[config.mk]
export PLATFORM = sky130hd
export DESIGN_NAME = rad_ctrl
export DESIGN_NICKNAME = d
export VERILOG_FILES = /design/src/rad_pkg.sv /design/src/rad_ctrl.sv
export SDC_FILE = /design/constraint.sdc
export NUM_CORES = 1
export LEC_CHECK = 0
export ABC_AREA = 1
export ABC_CLOCK_PERIOD_IN_PS = 1400
export BUFFER_PORTS_ARGS = -buffer_cell sky130_fd_sc_hd__buf_2
export CORE_AREA = 2 2 39 41
export CTS_BUF_LIST = sky130_fd_sc_hd__clkbuf_2 sky130_fd_sc_hd__clkbuf_4 sky130_fd_sc_hd__clkbuf_8
export CTS_CLUSTER_SIZE = 10
export DETAILED_ROUTE_END_ITERATION = 10
export DIE_AREA = 0 0 41 43
export PLACE_DENSITY = 0.62
export SLEW_MARGIN = 20
export SYNTH_ARGS = -nofsm -noshare
export SYNTH_HDL_FRONTEND = slang
export SYNTH_SLANG_ARGS = --single-unit
[constraint.sdc]
create_clock -name clk -period 1.4 [get_ports clk]
set_clock_uncertainty 0.05 [all_clocks]
set_input_delay 0.14 -clock clk [delete_from_list [all_inputs] [get_ports clk]]
set_output_delay 0.14 -clock clk [all_outputs]
set_load 0.01 [all_outputs]
[src/rad_pkg.sv]
// ============================================================================
// rad_pkg: shared types and constants for the rectangle-add difference matrix
// Holds matrix geometry, word layouts and the controller/datapath interface.
// ============================================================================
`timescale 1ns / 1ps

package rad_pkg;

    // Matrix geometry (both dimensions are powers of two)
    localparam int MAX_ROWS = 64;
    localparam int MAX_COLS = 64;
    localparam int ROW_AW   = $clog2(MAX_ROWS);
    localparam int COL_AW   = $clog2(MAX_COLS);
    localparam int DEPTH    = MAX_ROWS * MAX_COLS;
    localparam int ADDR_W   = $clog2(DEPTH);
    localparam int DATA_W   = 32;

    // Field and register widths
    localparam int IDX_W    = 6;
    localparam int CNT_W    = 7;
    localparam int CFG_AW   = 1;

    // Configuration register indexes
    localparam logic [CFG_AW-1:0] REG_ROWS_IN_USE = 1'd0;
    localparam logic [CFG_AW-1:0] REG_COLS_IN_USE = 1'd1;
    localparam logic [CNT_W-1:0]  CNT_RESET       = 7'd64;

    // Item operations
    typedef enum logic [1:0] {
        OP_ADD   = 2'd0,
        OP_EMIT  = 2'd1,
        OP_CLEAR = 2'd2
    } op_t;

    // Input word
    typedef struct packed {
        op_t                      op;
        logic [IDX_W-1:0]         row_first;
        logic [IDX_W-1:0]         col_first;
        logic [IDX_W-1:0]         row_last;
        logic [IDX_W-1:0]         col_last;
        logic signed [DATA_W-1:0] amount;
    } item_t;

    // Result word
    typedef struct packed {
        logic [IDX_W-1:0]         out_row;
        logic [IDX_W-1:0]         out_col;
        logic signed [DATA_W-1:0] cell_value;
        logic                     row_end;
    } result_t;

    // Controller to datapath commands
    typedef struct packed {
        logic load;
        logic clr_start;
        logic clr_step;
        logic add_rd;
        logic add_wr;
        logic emit_rd;
        logic emit_calc;
        logic emit_done;
    } cmd_t;

    // Datapath to controller status
    typedef struct packed {
        logic clr_last;
        logic corner_last;
        logic col_last;
        logic out_free;
    } sts_t;

endpackage

[src/rad_ctrl.sv]
// ============================================================================
// rad_ctrl: sequencer for the rectangle-add difference matrix
// Steps the clearing pass, the four corner read-modify-writes of an add and
// the per-cell read/compute cycles of a row emit.
// ============================================================================
`timescale 1ns / 1ps

module rad_ctrl (
    input  logic          clk,
    input  logic          rst_n,
    input  logic          item_valid,
    input  rad_pkg::op_t  item_op,
    output logic          item_stall,
    output rad_pkg::cmd_t cmd,
    input  rad_pkg::sts_t sts
);

    typedef enum logic [5:0] {
        ST_IDLE      = 6'b000001,
        ST_CLEAR     = 6'b000010,
        ST_ADD_RD    = 6'b000100,
        ST_ADD_WR    = 6'b001000,
        ST_EMIT_RD   = 6'b010000,
        ST_EMIT_CALC = 6'b100000
    } state_t;

    state_t state_reg;
    state_t state_next;

    // Take a new word only when idle
    assign item_stall = (state_reg != ST_IDLE);

    // Next state and commands
    always_comb
    begin
        state_next = state_reg;
        cmd        = '0;
        case (state_reg)
            ST_IDLE:
            begin
                if (item_valid)
                begin
                    cmd.load = 1'b1;
                    case (item_op)
                        rad_pkg::OP_ADD:   state_next = ST_ADD_RD;
                        rad_pkg::OP_EMIT:  state_next = ST_EMIT_RD;
                        rad_pkg::OP_CLEAR:
                        begin
                            cmd.clr_start = 1'b1;
                            state_next    = ST_CLEAR;
                        end
                        default:           state_next = ST_IDLE;
                    endcase
                end
            end
            ST_CLEAR:
            begin
                cmd.clr_step = 1'b1;
                if (sts.clr_last)
                begin
                    state_next = ST_IDLE;
                end
            end
            ST_ADD_RD:
            begin
                cmd.add_rd = 1'b1;
                state_next = ST_ADD_WR;
            end
            ST_ADD_WR:
            begin
                cmd.add_wr = 1'b1;
                state_next = sts.corner_last ? ST_IDLE : ST_ADD_RD;
            end
            ST_EMIT_RD:
            begin
                cmd.emit_rd = 1'b1;
                state_next  = ST_EMIT_CALC;
            end
            ST_EMIT_CALC:
            begin
                // hold until the output register can take the cell
                if (sts.out_free)
                begin
                    cmd.emit_calc = 1'b1;
                    if (sts.col_last)
                    begin
                        cmd.emit_done = 1'b1;
                        state_next    = ST_IDLE;
                    end
                    else
                    begin
                        state_next = ST_EMIT_RD;
                    end
                end
            end
            default:
            begin
                state_next = ST_IDLE;
            end
        endcase
    end

    // State register; reset starts the clearing pass
    always_ff @(posedge clk or negedge rst_n)
    begin
        if (!rst_n)
        begin
            state_reg <= ST_CLEAR;
        end
        else
        begin
            state_reg <= state_next;
        end
    end

    a_clear_ends: assert property (@(posedge clk) disable iff (!rst_n)
        (state_reg == ST_CLEAR && sts.clr_last) |=> (state_reg == ST_IDLE))
        else $error("clearing pass did not return to idle");

    a_add_ends: assert property (@(posedge clk) disable iff (!rst_n)
        (state_reg == ST_ADD_WR && sts.corner_last) |=> (state_reg == ST_IDLE))
        else $error("add did not finish after the last corner");

    a_emit_ends: assert property (@(posedge clk) disable iff (!rst_n)
        (state_reg == ST_EMIT_CALC && sts.out_free && sts.col_last)
        |=> (state_reg == ST_IDLE))
        else $error("emit did not finish after the last column");

endmodule

[Word level (Yosys, flattened, before mapping)]
Index checks and enable logic that the tools add are counted.
Word-level totals
  word-level logic and storage cells: 32
  bits of input ports: 9
  bits in registers: 6
  output and inout port bits: 9
Cells by class
  multiplexer cells: 17
  equality and inequality tests: 12
  reductions and logical operators: 2
Operators by type and width (number)
  $pmux 6 s6: 1
  $mux 6: 3
  $pmux 5 s3: 1
  $mux 2: 4
  $eq 6x1->1 const B: 1
  $eq 6x2->1 const B: 1
  $eq 6x3->1 const B: 1
  $eq 6x4->1 const B: 1
  $eq 6x5->1 const B: 1
  $eq 6x6->1 const B: 1
  $mux 1: 6
  $ne 2x2->1 const B: 3
  $ne 6x1->1 const B: 1
  $mux 5: 1
  $mux 3: 1
  $reduce_and 3->1: 1
  $eq 2x1->1 const B: 1
  $eq 2x2->1 const B: 1
  $logic_not 2->1: 1

[Longest topological paths before layout]
Gate-level depths: netlist of the first run.
  word-level depth: 4
  depth in mapped cells: 9
  gate-level depth less buffers: 9

[Least setup slack after synthesis of the first run]
No wires, ideal clock.
  kind: reg2out
  from: register state_reg[3]
  to: output port cmd[6] in the netlist's numbering
  path buffers: 0
  arrival: 1114 ps
  slack: 96 ps
  cell stages (with the launch flop): 6
  required time: 1210 ps
  cells stage by stage: dfrtp_1 nor2_4 nand3_4 nor2_2 inv_2 nor2_1
RTL lines
  start, declared: line rad_ctrl.sv:27  | state_t state_reg;
  start signal, assigned: line rad_ctrl.sv:112  | state_reg <= state_next;
  end, declared: line rad_ctrl.sv:14  | output rad_pkg::cmd_t cmd,

==> results of run 1 <==
## how the worst min path moves through the flow
stage | startpoint | end | slack (ps) | cells past startpoint
2_1_floorplan | rst_n | state_reg[0] | -210 | 0
3_3_place_gp | rst_n | state_reg[3] | -80 | 1
3_5_place_dp | rst_n | state_reg[2] | -80 | 1
4_1_cts | item_valid | state_reg[0] | 100 | 4
5_1_grt | item_op[0] | state_reg[4] | 130 | 3
6_report | item_op[0] | state_reg[4] | 110 | 3
## kinds of logic after synthesis
logic type | share of synthesized area [%]
AOI/OAI and AO/OA | 5.19
buffers and inverters | 12.5
and+or+nand+nor | 50.9
DFF | 31.4
## cells in the final DEF, fill, tap and decap left out, drive strengths merged
cell	synthesis	routed
buf	0	30
a21oi	2	2
dlygate4sd3	0	1
clkbuf	0	4
nor3	3	3
dfstp	1	1
nand4	3	3
nand2	14	14
dfrtp	5	5
nand3	4	4
nor2	20	20
o21ai	3	3
inv	16	16
and3	1	1
## layer usage
metal / global-route usage, % / vias up / wire (um)
li1: - / 291 / -
met1: 20.8 / 244 / 559
met2: 26.9 / 15 / 720
met3: 3.66 / 2 / 70
met4: 12.0 / 0 / 19
met5: 0 / - / 0
## cells in the mapped netlist (all sizes together)
cell type,n,area [um^2]
and3,1,6.26
nand2,14,57.6
nand3,4,37.5
nand4,3,18.8
nor3,3,20.0
dfstp,1,26.3
dfrtp,5,125
o21ai,3,15.0
inv,16,60.1
nor2,20,105
a21oi,2,10.0
## worst register-to-register path, delay by kind of cell (launching register included)
kind,cells,cell delay (ps)
AND/OR/NAND/NOR,6,550
flip-flops,1,420
buffers and inverters,4,380
## power breakdown
part | internal [W] | switching (W) | leakage [nW] | total, W
Sequential | 0.000224 | 0.0000590 | 0.0734 | 0.000283
Clock | 0.000128 | 0.0000716 | 0.0184 | 0.000199
Combinational | 0.000433 | 0.000505 | 0.343 | 0.000938
Total | 0.000785 | 0.000636 | 0.435 | 0.00142
## metrics by stage
step	util [%]	worst slack (ps)	area (um^2)	setup TNS, ps	cells
2_1_floorplan	-	95.8	482	0	72
3_3_place_gp	42.4	92.9	587	0	105
3_5_place_dp	42.4	81.9	587	0	105
4_1_cts	51.6	-150	714	-464	118
5_1_grt	56.3	-218	779	-1540	123
6_report	56.3	-132	779	-713	123
## repair_timing
item                                    in CTS  in global routing
endpoints found under the setup margin       8                 12
gates resized for setup                     10                  6
hold buffers                                 1                  0
hold endpoints to repair                     6                  0
pin swaps                                    5                  6
setup buffers                                8                  6
## layout make-up
cell class | count | share of cell area (%)
Multi-Input combinational cell | 50 | 40.6
Timing Repair Buffer | 31 | 25.5
Sequential cell | 6 | 19.7
Inverter | 16 | 7.70
Clock buffer | 4 | 3.85
Tap cell | 16 | 2.57
==> out/qor.csv, run 1 <==
stage,metric,value,unit
worst_setup_path,path_cells,nor2_4 > nand3_4 > nor2_4 > inv_2 > nor2_1 > buf_2,
worst_setup_path,r2r_cells,10,
cells_and_area,regArea,154,um^2
cells_and_area,area_growth,61.8,%
clocking,cts_buffer_depth,2,
clocking,h-tree-depth,1,
clocking,clk_pin_slew,60,ps
synthesis,synth_area,482,um^2
sta,timing.hold.ws,108,ps
placed_design,numPortBuffers,17,
worst_setup_path,path_max_fanout,4,
die,die_y,43,um
clocking,numClockSinks,6,
clocking,clock_latency,260,ps
clocking,root_buffer,clkbuf_4,
die,pin_count,18,
die,rows,14,
worst_setup_path,crit_arrival,1340,ps
die,die_area,0.00176,mm^2
clocking,tritoncts,done,
worst_setup_path,critPathTopFamily,simple AND/OR/NAND/NOR gates,
cells_and_area,layout-drive-gt1-share,60.7,%
routing,drt_iter0_markers,6,
worst_setup_path,slowest_stage,dfrtp_1,
die,die_width,41,um
worst_hold_path,hp-class,in2reg,
routing,totalWireLength,1370,um
sta,worst_pin_slew,198,ps
routing,drtAntennaViolNets,0,
worst_setup_path,cp-start-kind,flop,
worst_setup_path,crit_start,state_reg[5],
cells_and_area,largest_reg_flops,6,
grt,grt_max_degree,7,
cells_and_area,layout.nets,117,
worst_setup_path,r2r_setup_slack,-110,ps
die,initial_utilization,34.8,%
routing,wl_per_cell,11.1,um
worst_setup_path,r2r-start,state_reg[5],
worst_setup_path,critPathKind,reg2out,
worst_setup_path,cpMostUsedCell,nor2_4,
sta,finalHoldViolations,0,
flow_run,maxCapViolations,0,
placed_design,dp_hpwl,901,um
sta,setup_viol,11,
worst_setup_path,critical_path_required,1210,ps
cells_and_area,nFillCells,139,
synthesis,synth-seq-cells,6,
clocking,cts_buffers,3,
cells_and_area,diodes,0,
worst_setup_path,crit_path_end_kind,primary output,
synthesis,synthCells,72,
power_and_ir_drop,finalPower,0.00142,W
sta,fmax,653,MHz
run_status,outcome,"complete, but fails checks",
grt,antenna_found_initial,0,
die,core_area,0.00138,mm^2
grt,overflow,0,
synthesis,yosysWarnings,0,
synthesis,synth_area_per_cell,6.69,um^2
sta,timing.final.ws_setup,-132,ps
worst_setup_path,endpoint,cmd[6],
routing,drt_pre_antenna_iters,4,
placed_design,finalWeightedCongestion,0.762,
sta,min_period,1530,ps
worst_setup_path,cp_num_cells,6,
sta,maxSlewViolCount,0,
sta,finalCritPeriodShare,109,%
routing,route.detailed.drc,0,
sta,rsz0062_at_grt,true,
routing,vias,552,
synthesis,synth_nets,81,
synthesis,ys_types,19,
worst_setup_path,slowest_delay,420,ps
grt,first_global_vias,481,
sta,slew_headroom,86.8,%
grt,track_usage,17.6,%
power_and_ir_drop,leakagePower,0.435,nW
power_and_ir_drop,ir_drop,0.00106,V
routing,avgViaCountPerCell,4.49,
cells_and_area,multi_input_area,317,um^2
run_status,violations,negative setup slack,
worst_setup_path,cp_num_buf_inv,2,
grt,grt_pass1_wl,1970,um
synthesis,ys_seq_area_share,31.4,%
power_and_ir_drop,pwr_density_cell,1820,mW/mm^2
worst_setup_path,r2r_end,state_reg[0],
Power figures use the tool's default switching activity.
==> run 2, diff against run 1 <==
==> constraint.sdc (replaced) <==
create_clock -name clk -period 1.4 [get_ports clk]
set_clock_uncertainty 0.05 [all_clocks]
set_input_delay 0.14 -clock clk [delete_from_list [all_inputs] [get_ports clk]]
set_output_delay 0.14 -clock clk [all_outputs]
set_load 0.005 [all_outputs]
==> run 2 against run 1 <==
Net effect: the flow still finishes with violations (negative setup slack); via count is 0.72% lower; setup slack better by 21 ps; maximum frequency grew 1.4%; total power down 8.1%; cell area fell by 4.0%; first-iteration DRC count increased by 100%; utilization shrank 2.3 points; die area unchanged; highest routed layer unchanged; sequential share of layout area is 0.83 points higher; cell count down 0.81%; clock power barely moved.
==> out/qor.csv, run 2 (synthesized netlist as in run 1, its figures left out) <==
stage,metric,value,unit
cells_and_area,layout_commonest_cell,buf_2,
cells_and_area,nFillCells,137,
sta,maxSlewViolCount,0,
power_and_ir_drop,swShare,44.6,%
grt,track_usage,17.6,%
power_and_ir_drop,pwr_density_cell,1740,mW/mm^2
flow_run,maxCapViolations,0,
clocking,clk_pin_slew,60,ps
grt,first_global_vias,479,
power_and_ir_drop,p_int,0.000724,W
power_and_ir_drop,leakagePower,0.427,nW
routing,drt_iter0_markers,12,
sta,min_period,1510,ps
run_status,outcome,"complete, but fails checks",
worst_setup_path,critical_path_required,1210,ps
placed_design,numPortBuffers,17,
clocking,clock_latency,260,ps
routing,drtAntennaViolNets,0,
power_and_ir_drop,switchingPower,0.000582,W
sta,fmax,662,MHz
cells_and_area,layout.nets,116,
sta,rsz0062_at_grt,true,
die,die_area,0.00176,mm^2
sta,slew_headroom,83.8,%
worst_setup_path,path_max_fanout,4,
routing,totalWireLength,1330,um
routing,route.detailed.drc,0,
cells_and_area,final_cell_area,748,um^2
clocking,cts_buffer_depth,2,
worst_setup_path,crit_arrival,1320,ps
power_and_ir_drop,clock_power_share,15.2,%
placed_design,finalWeightedCongestion,0.762,
worst_hold_path,hp-class,in2reg,
placed_design,place_area,587,um^2
sta,worst_pin_slew,241,ps
worst_setup_path,critPathKind,reg2out,
clocking,tritoncts,done,
sta,finalCritPeriodShare,108,%
routing,vias,548,
sta,setup_tns,-343,ps
sta,timing.hold.ws,94.8,ps
cells_and_area,diodes,0,
run_status,violations,negative setup slack,
power_and_ir_drop,comb_power_share,63.2,%
grt,grt_max_degree,7,
sta,timing.final.ws_setup,-111,ps
worst_setup_path,crit_path_end_kind,primary output,
power_and_ir_drop,seq_power_share,21.6,%
cells_and_area,layout-drive-gt1-share,58.5,%
die,die_width,41,um
sta,setup_viol,8,
worst_setup_path,cp-start-kind,flop,
die,core_area,0.00138,mm^2
cells_and_area,layout_common_cells,"buf_2, buf_4, nor2_1, inv_1, nand2_1",
clocking,h-tree-depth,1,
cells_and_area,largest_reg_flops,6,
worst_setup_path,cpMostUsedCell,nor2_4,
grt,antenna_found_initial,0,
worst_setup_path,slowest_delay,420,ps
die,pin_count,18,
clocking,cts_buffers,3,
worst_setup_path,slowest_stage,dfrtp_1,
grt,overflow,0,
power_and_ir_drop,ir_drop,0.000929,V
cells_and_area,area_growth,55.3,%
die,die_y,43,um
die,rows,14,
clocking,root_buffer,clkbuf_4,
routing,avgViaCountPerCell,4.49,
die,initial_utilization,34.8,%
sta,finalHoldViolations,0,
worst_setup_path,path_cells,nor2_4 > nand3_4 > nor2_4 > inv_2 > nor2_1 > buf_2,
routing,drt_pre_antenna_iters,4,
clocking,numClockSinks,6,
routing,wl_per_cell,10.9,um
grt,grt_pass1_wl,1960,um
placed_design,dp_hpwl,901,um
-- run 2: cell count changes in the layout (fill, tap and decap cells not counted), sizes merged --
cell  change
buf       -1
-- run 2: stage by stage --
step / cells / total power [W] / utilization, % / setup WS, ps
2_1_floorplan: 72 / 0.000700 / - / 204
3_3_place_gp: 105 / 0.000832 / 42.4 / 111
3_5_place_dp: 105 / 0.000843 / 42.4 / 83.2
4_1_cts: 118 / 0.00126 / 51.4 / -132
5_1_grt: 122 / 0.00142 / 54.1 / -200
6_report: 122 / 0.00131 / 54.1 / -111
-- run 2: area by class of cell --
cell class	instances	area [um^2]	area share, %
tap	16	20.0	2.68
clock buffer	4	30.0	4.01
multi-input combinational	50	299	40.0
inverter	16	60.1	8.03
timing repair buffer	30	185	24.7
sequential	6	154	20.6
-- run 2: repair_timing --
item / in CTS / in global routing
buffers inserted: 8 / 4
hold endpoints to repair: 6 / 0
hold buffers: 1 / 0
pin swaps: 5 / 6
endpoints found under the setup margin: 7 / 12
resized for setup: 8 / 3
-- run 2: path summary, 6_finish.rpt --
kind | endpoint | slack [ps] | startpoint | cells past startpoint
worst max-delay path | cmd[6] | -110 | state_reg[5] | 6
worst min-delay path | state_reg[0] | 90 | item_valid | 4
worst max register to register | state_reg[0] | -20 | state_reg[5] | 9
worst min register to register | state_reg[3] | 580 | state_reg[3] | 2
max in group asynchronous | state_reg[1] | 880 | rst_n | 2
min in group asynchronous | state_reg[0] | 180 | rst_n | 2
-- run 2: metal layers --
metal	up-vias	routed length (um)	GRT usage, %
met2	15	678	26.9
met4	0	22	12.0
met1	242	561	20.8
li1	289	-	-
met5	-	0	0
met3	2	69	3.66
-- run 2: power groups by stage --
stage          combinational (W)  clock (W)  sequential, W
2_1_floorplan           0.000427          0       0.000273
3_3_place_gp            0.000553          0       0.000279
3_5_place_dp            0.000561          0       0.000282
4_1_cts                 0.000774   0.000203       0.000279
5_1_grt                 0.000908   0.000221       0.000292
6_report                0.000824   0.000199       0.000282
-- run 2: critical path: cells and delay by family, from the launching register on --
family	cells	cell delay, ps
simple gates	4	490
flops	1	420
buf+inv	2	150
==> run 3, diff against run 2 <==
--- a/config.mk
+++ b/config.mk
@@ -7,13 +7,14 @@
 export LEC_CHECK = 0
 export ABC_AREA = 1
 export ABC_CLOCK_PERIOD_IN_PS = 1400
-export BUFFER_PORTS_ARGS = -buffer_cell sky130_fd_sc_hd__buf_2
 export CORE_AREA = 2 2 39 41
 export CTS_BUF_LIST = sky130_fd_sc_hd__clkbuf_2 sky130_fd_sc_hd__clkbuf_4 sky130_fd_sc_hd__clkbuf_8
 export CTS_CLUSTER_SIZE = 10
 export DETAILED_ROUTE_END_ITERATION = 10
 export DIE_AREA = 0 0 41 43
-export PLACE_DENSITY = 0.62
+export DONT_BUFFER_PORTS = 1
+export GPL_ROUTABILITY_DRIVEN = 0
+export PLACE_DENSITY = 0.5
 export SLEW_MARGIN = 20
 export SYNTH_ARGS = -nofsm -noshare
 export SYNTH_HDL_FRONTEND = slang
==> run 3 against run 2 <==
Net effect: the flow still finishes with violations (negative setup slack); cell area shrank 13%; via count shrank 12%; total power fell by 11%; critical path depth decreased by 1; sequential share of layout area increased by 3.1 points; combinational power shrank 15%; sequential power decreased by 1%.
==> out/qor.csv, run 3 (synthesized netlist as in run 1, its figures left out) <==
stage,metric,value,unit
worst_setup_path,crit_path_end_kind,primary output,
clocking,h-tree-depth,1,
grt,overflow,0,
clocking,clk_pin_slew,50,ps
cells_and_area,area_growth,35.1,%
sta,rsz0062_at_grt,true,
worst_setup_path,cpMostUsedCell,nor2_4,
cells_and_area,multi_input_area,303,um^2
worst_setup_path,critical_path_required,1210,ps
clocking,numClockSinks,6,
power_and_ir_drop,swShare,45.6,%
run_status,outcome,"complete, but fails checks",
power_and_ir_drop,p_int,0.000635,W
worst_hold_path,min_path_cells,2,
clocking,cts_buffer_depth,2,
cells_and_area,layout_commonest_cell,nand2_1,
placed_design,dp.cells,89,
clocking,tritoncts,done,
die,initial_utilization,34.8,%
grt,antenna_found_initial,0,
sta,worst_pin_slew,287,ps
sta,timing.hold.ws,13.8,ps
sta,maxSlewViolCount,0,
grt,grt_pass1_wl,1810,um
flow_run,maxCapViolations,0,
routing,avgViaCountPerCell,4.74,
cells_and_area,diodes,0,
routing,drt_pre_antenna_iters,4,
worst_setup_path,cp-start-kind,flop,
sta,min_period,1430,ps
worst_setup_path,slowest_delay,430,ps
routing,drtAntennaViolNets,0,
power_and_ir_drop,switchingPower,0.000533,W
die,rows,14,
power_and_ir_drop,leakagePower,0.333,nW
die,die_y,43,um
die,die_area,0.00176,mm^2
routing,vias,483,
die,pin_count,18,
worst_hold_path,hold_end,state_reg[1],
routing,drt_iter0_markers,5,
cells_and_area,final_cells,102,
cells_and_area,layout_common_cells,"nand2_1, inv_1, nor2_1, nor2_2, buf_4",
sta,slew_headroom,80.8,%
worst_setup_path,slowest_stage,dfrtp_2,
cells_and_area,layout-drive-gt1-share,45.3,%
cells_and_area,nFillCells,152,
worst_setup_path,path_max_fanout,6,
die,die_width,41,um
sta,finalHoldViolations,0,
clocking,cts_buffers,3,
grt,grt_max_degree,7,
power_and_ir_drop,seq_power_share,23.8,%
grt,first_global_vias,453,
die,core_area,0.00138,mm^2
grt,track_usage,15.1,%
routing,totalWireLength,1130,um
worst_hold_path,hold_start,item_op[1],
clocking,root_buffer,clkbuf_4,
sta,finalCritPeriodShare,102,%
cells_and_area,regArea,154,um^2
power_and_ir_drop,pwr_density_cell,1790,mW/mm^2
sta,timing.final.ws_setup,-30.8,ps
worst_setup_path,critPathTopFamily,simple AND/OR/NAND/NOR gates,
worst_setup_path,r2r-start,state_reg[4],
routing,route.detailed.drc,0,
worst_setup_path,critPathKind,reg2out,
cells_and_area,layout.nets,96,
cells_and_area,largest_reg_flops,6,
cells_and_area,fin_util,47.0,%
routing,wl_per_cell,11.1,um
worst_setup_path,r2r_end,state_reg[0],
worst_setup_path,crit_arrival,1240,ps
worst_setup_path,cp_num_buf_inv,1,
worst_setup_path,r2r_cells,8,
power_and_ir_drop,comb_power_share,59.9,%
clocking,clock_latency,240,ps
sta,setup_viol,2,
power_and_ir_drop,ir_drop,0.000746,V
worst_setup_path,r2r_setup_slack,40,ps
sta,fmax,699,MHz
run_status,violations,negative setup slack,
worst_setup_path,path_cells,nor2_4 > nand3_4 > nor2_4 > inv_2 > nor2_2,
power_and_ir_drop,clock_power_share,16.3,%
placed_design,dp_hpwl,881,um
placed_design,numPortBuffers,0,
worst_hold_path,hp-class,in2reg,
[run 3: layer usage]
layer	up-vias	part of all wire (%)	global-route usage (%)
met4	0	1.7	4.00
met3	2	5.3	6.28
met5	-	0	0
li1	251	-	-
met2	13	51	23.8
met1	217	42	18.1
[run 3: repair_timing]
item / in CTS / in global routing
hold buffers: 2 / 0
gates resized for setup: 6 / 5
hold endpoints to repair: 7 / 0
pin swaps: 3 / 6
setup endpoints to repair: 3 / 9
setup buffers: 5 / 2
[run 3: area by class of cell]
cell class	instances	area share (%)
clock buffers	4	4.62
well taps	16	3.08
multi-input cells	50	46.5
repair buffers	10	12.9
flip-flops and latches	6	23.7
inverters	16	9.23
[run 3: worst max-delay path by stage]
stage	startpoint	end	depth (start not counted)
2_1_floorplan	state_reg[2]	state_reg[0]	8
3_3_place_gp	state_reg[3]	state_reg[0]	8
3_5_place_dp	state_reg[3]	state_reg[0]	8
4_1_cts	state_reg[2]	cmd[0]	4
5_1_grt	state_reg[4]	cmd[6]	5
6_report	state_reg[3]	cmd[6]	5
[run 3: power groups by stage]
stage,clock (W),combinational (W),sequential [W]
after CTS,0.000199,0.000624,0.000275
after floorplan,0,0.000427,0.000273
after detailed placement,0,0.000519,0.000281
after global placement,0,0.000522,0.000279
after global routing,0.000215,0.000773,0.000283
final,0.000191,0.000699,0.000278
[run 3: metrics by stage]
step	power [W]	setup WS, ps	TNS [ps]	instance area, um^2
6_report	0.00117	-30.8	-51.1	651
5_1_grt	0.00127	-95.0	-487	651
4_1_cts	0.00110	-39.7	-97.7	614
3_5_place_dp	0.000800	62.6	0	509
3_3_place_gp	0.000801	58.0	0	509
2_1_floorplan	0.000700	204	0	482
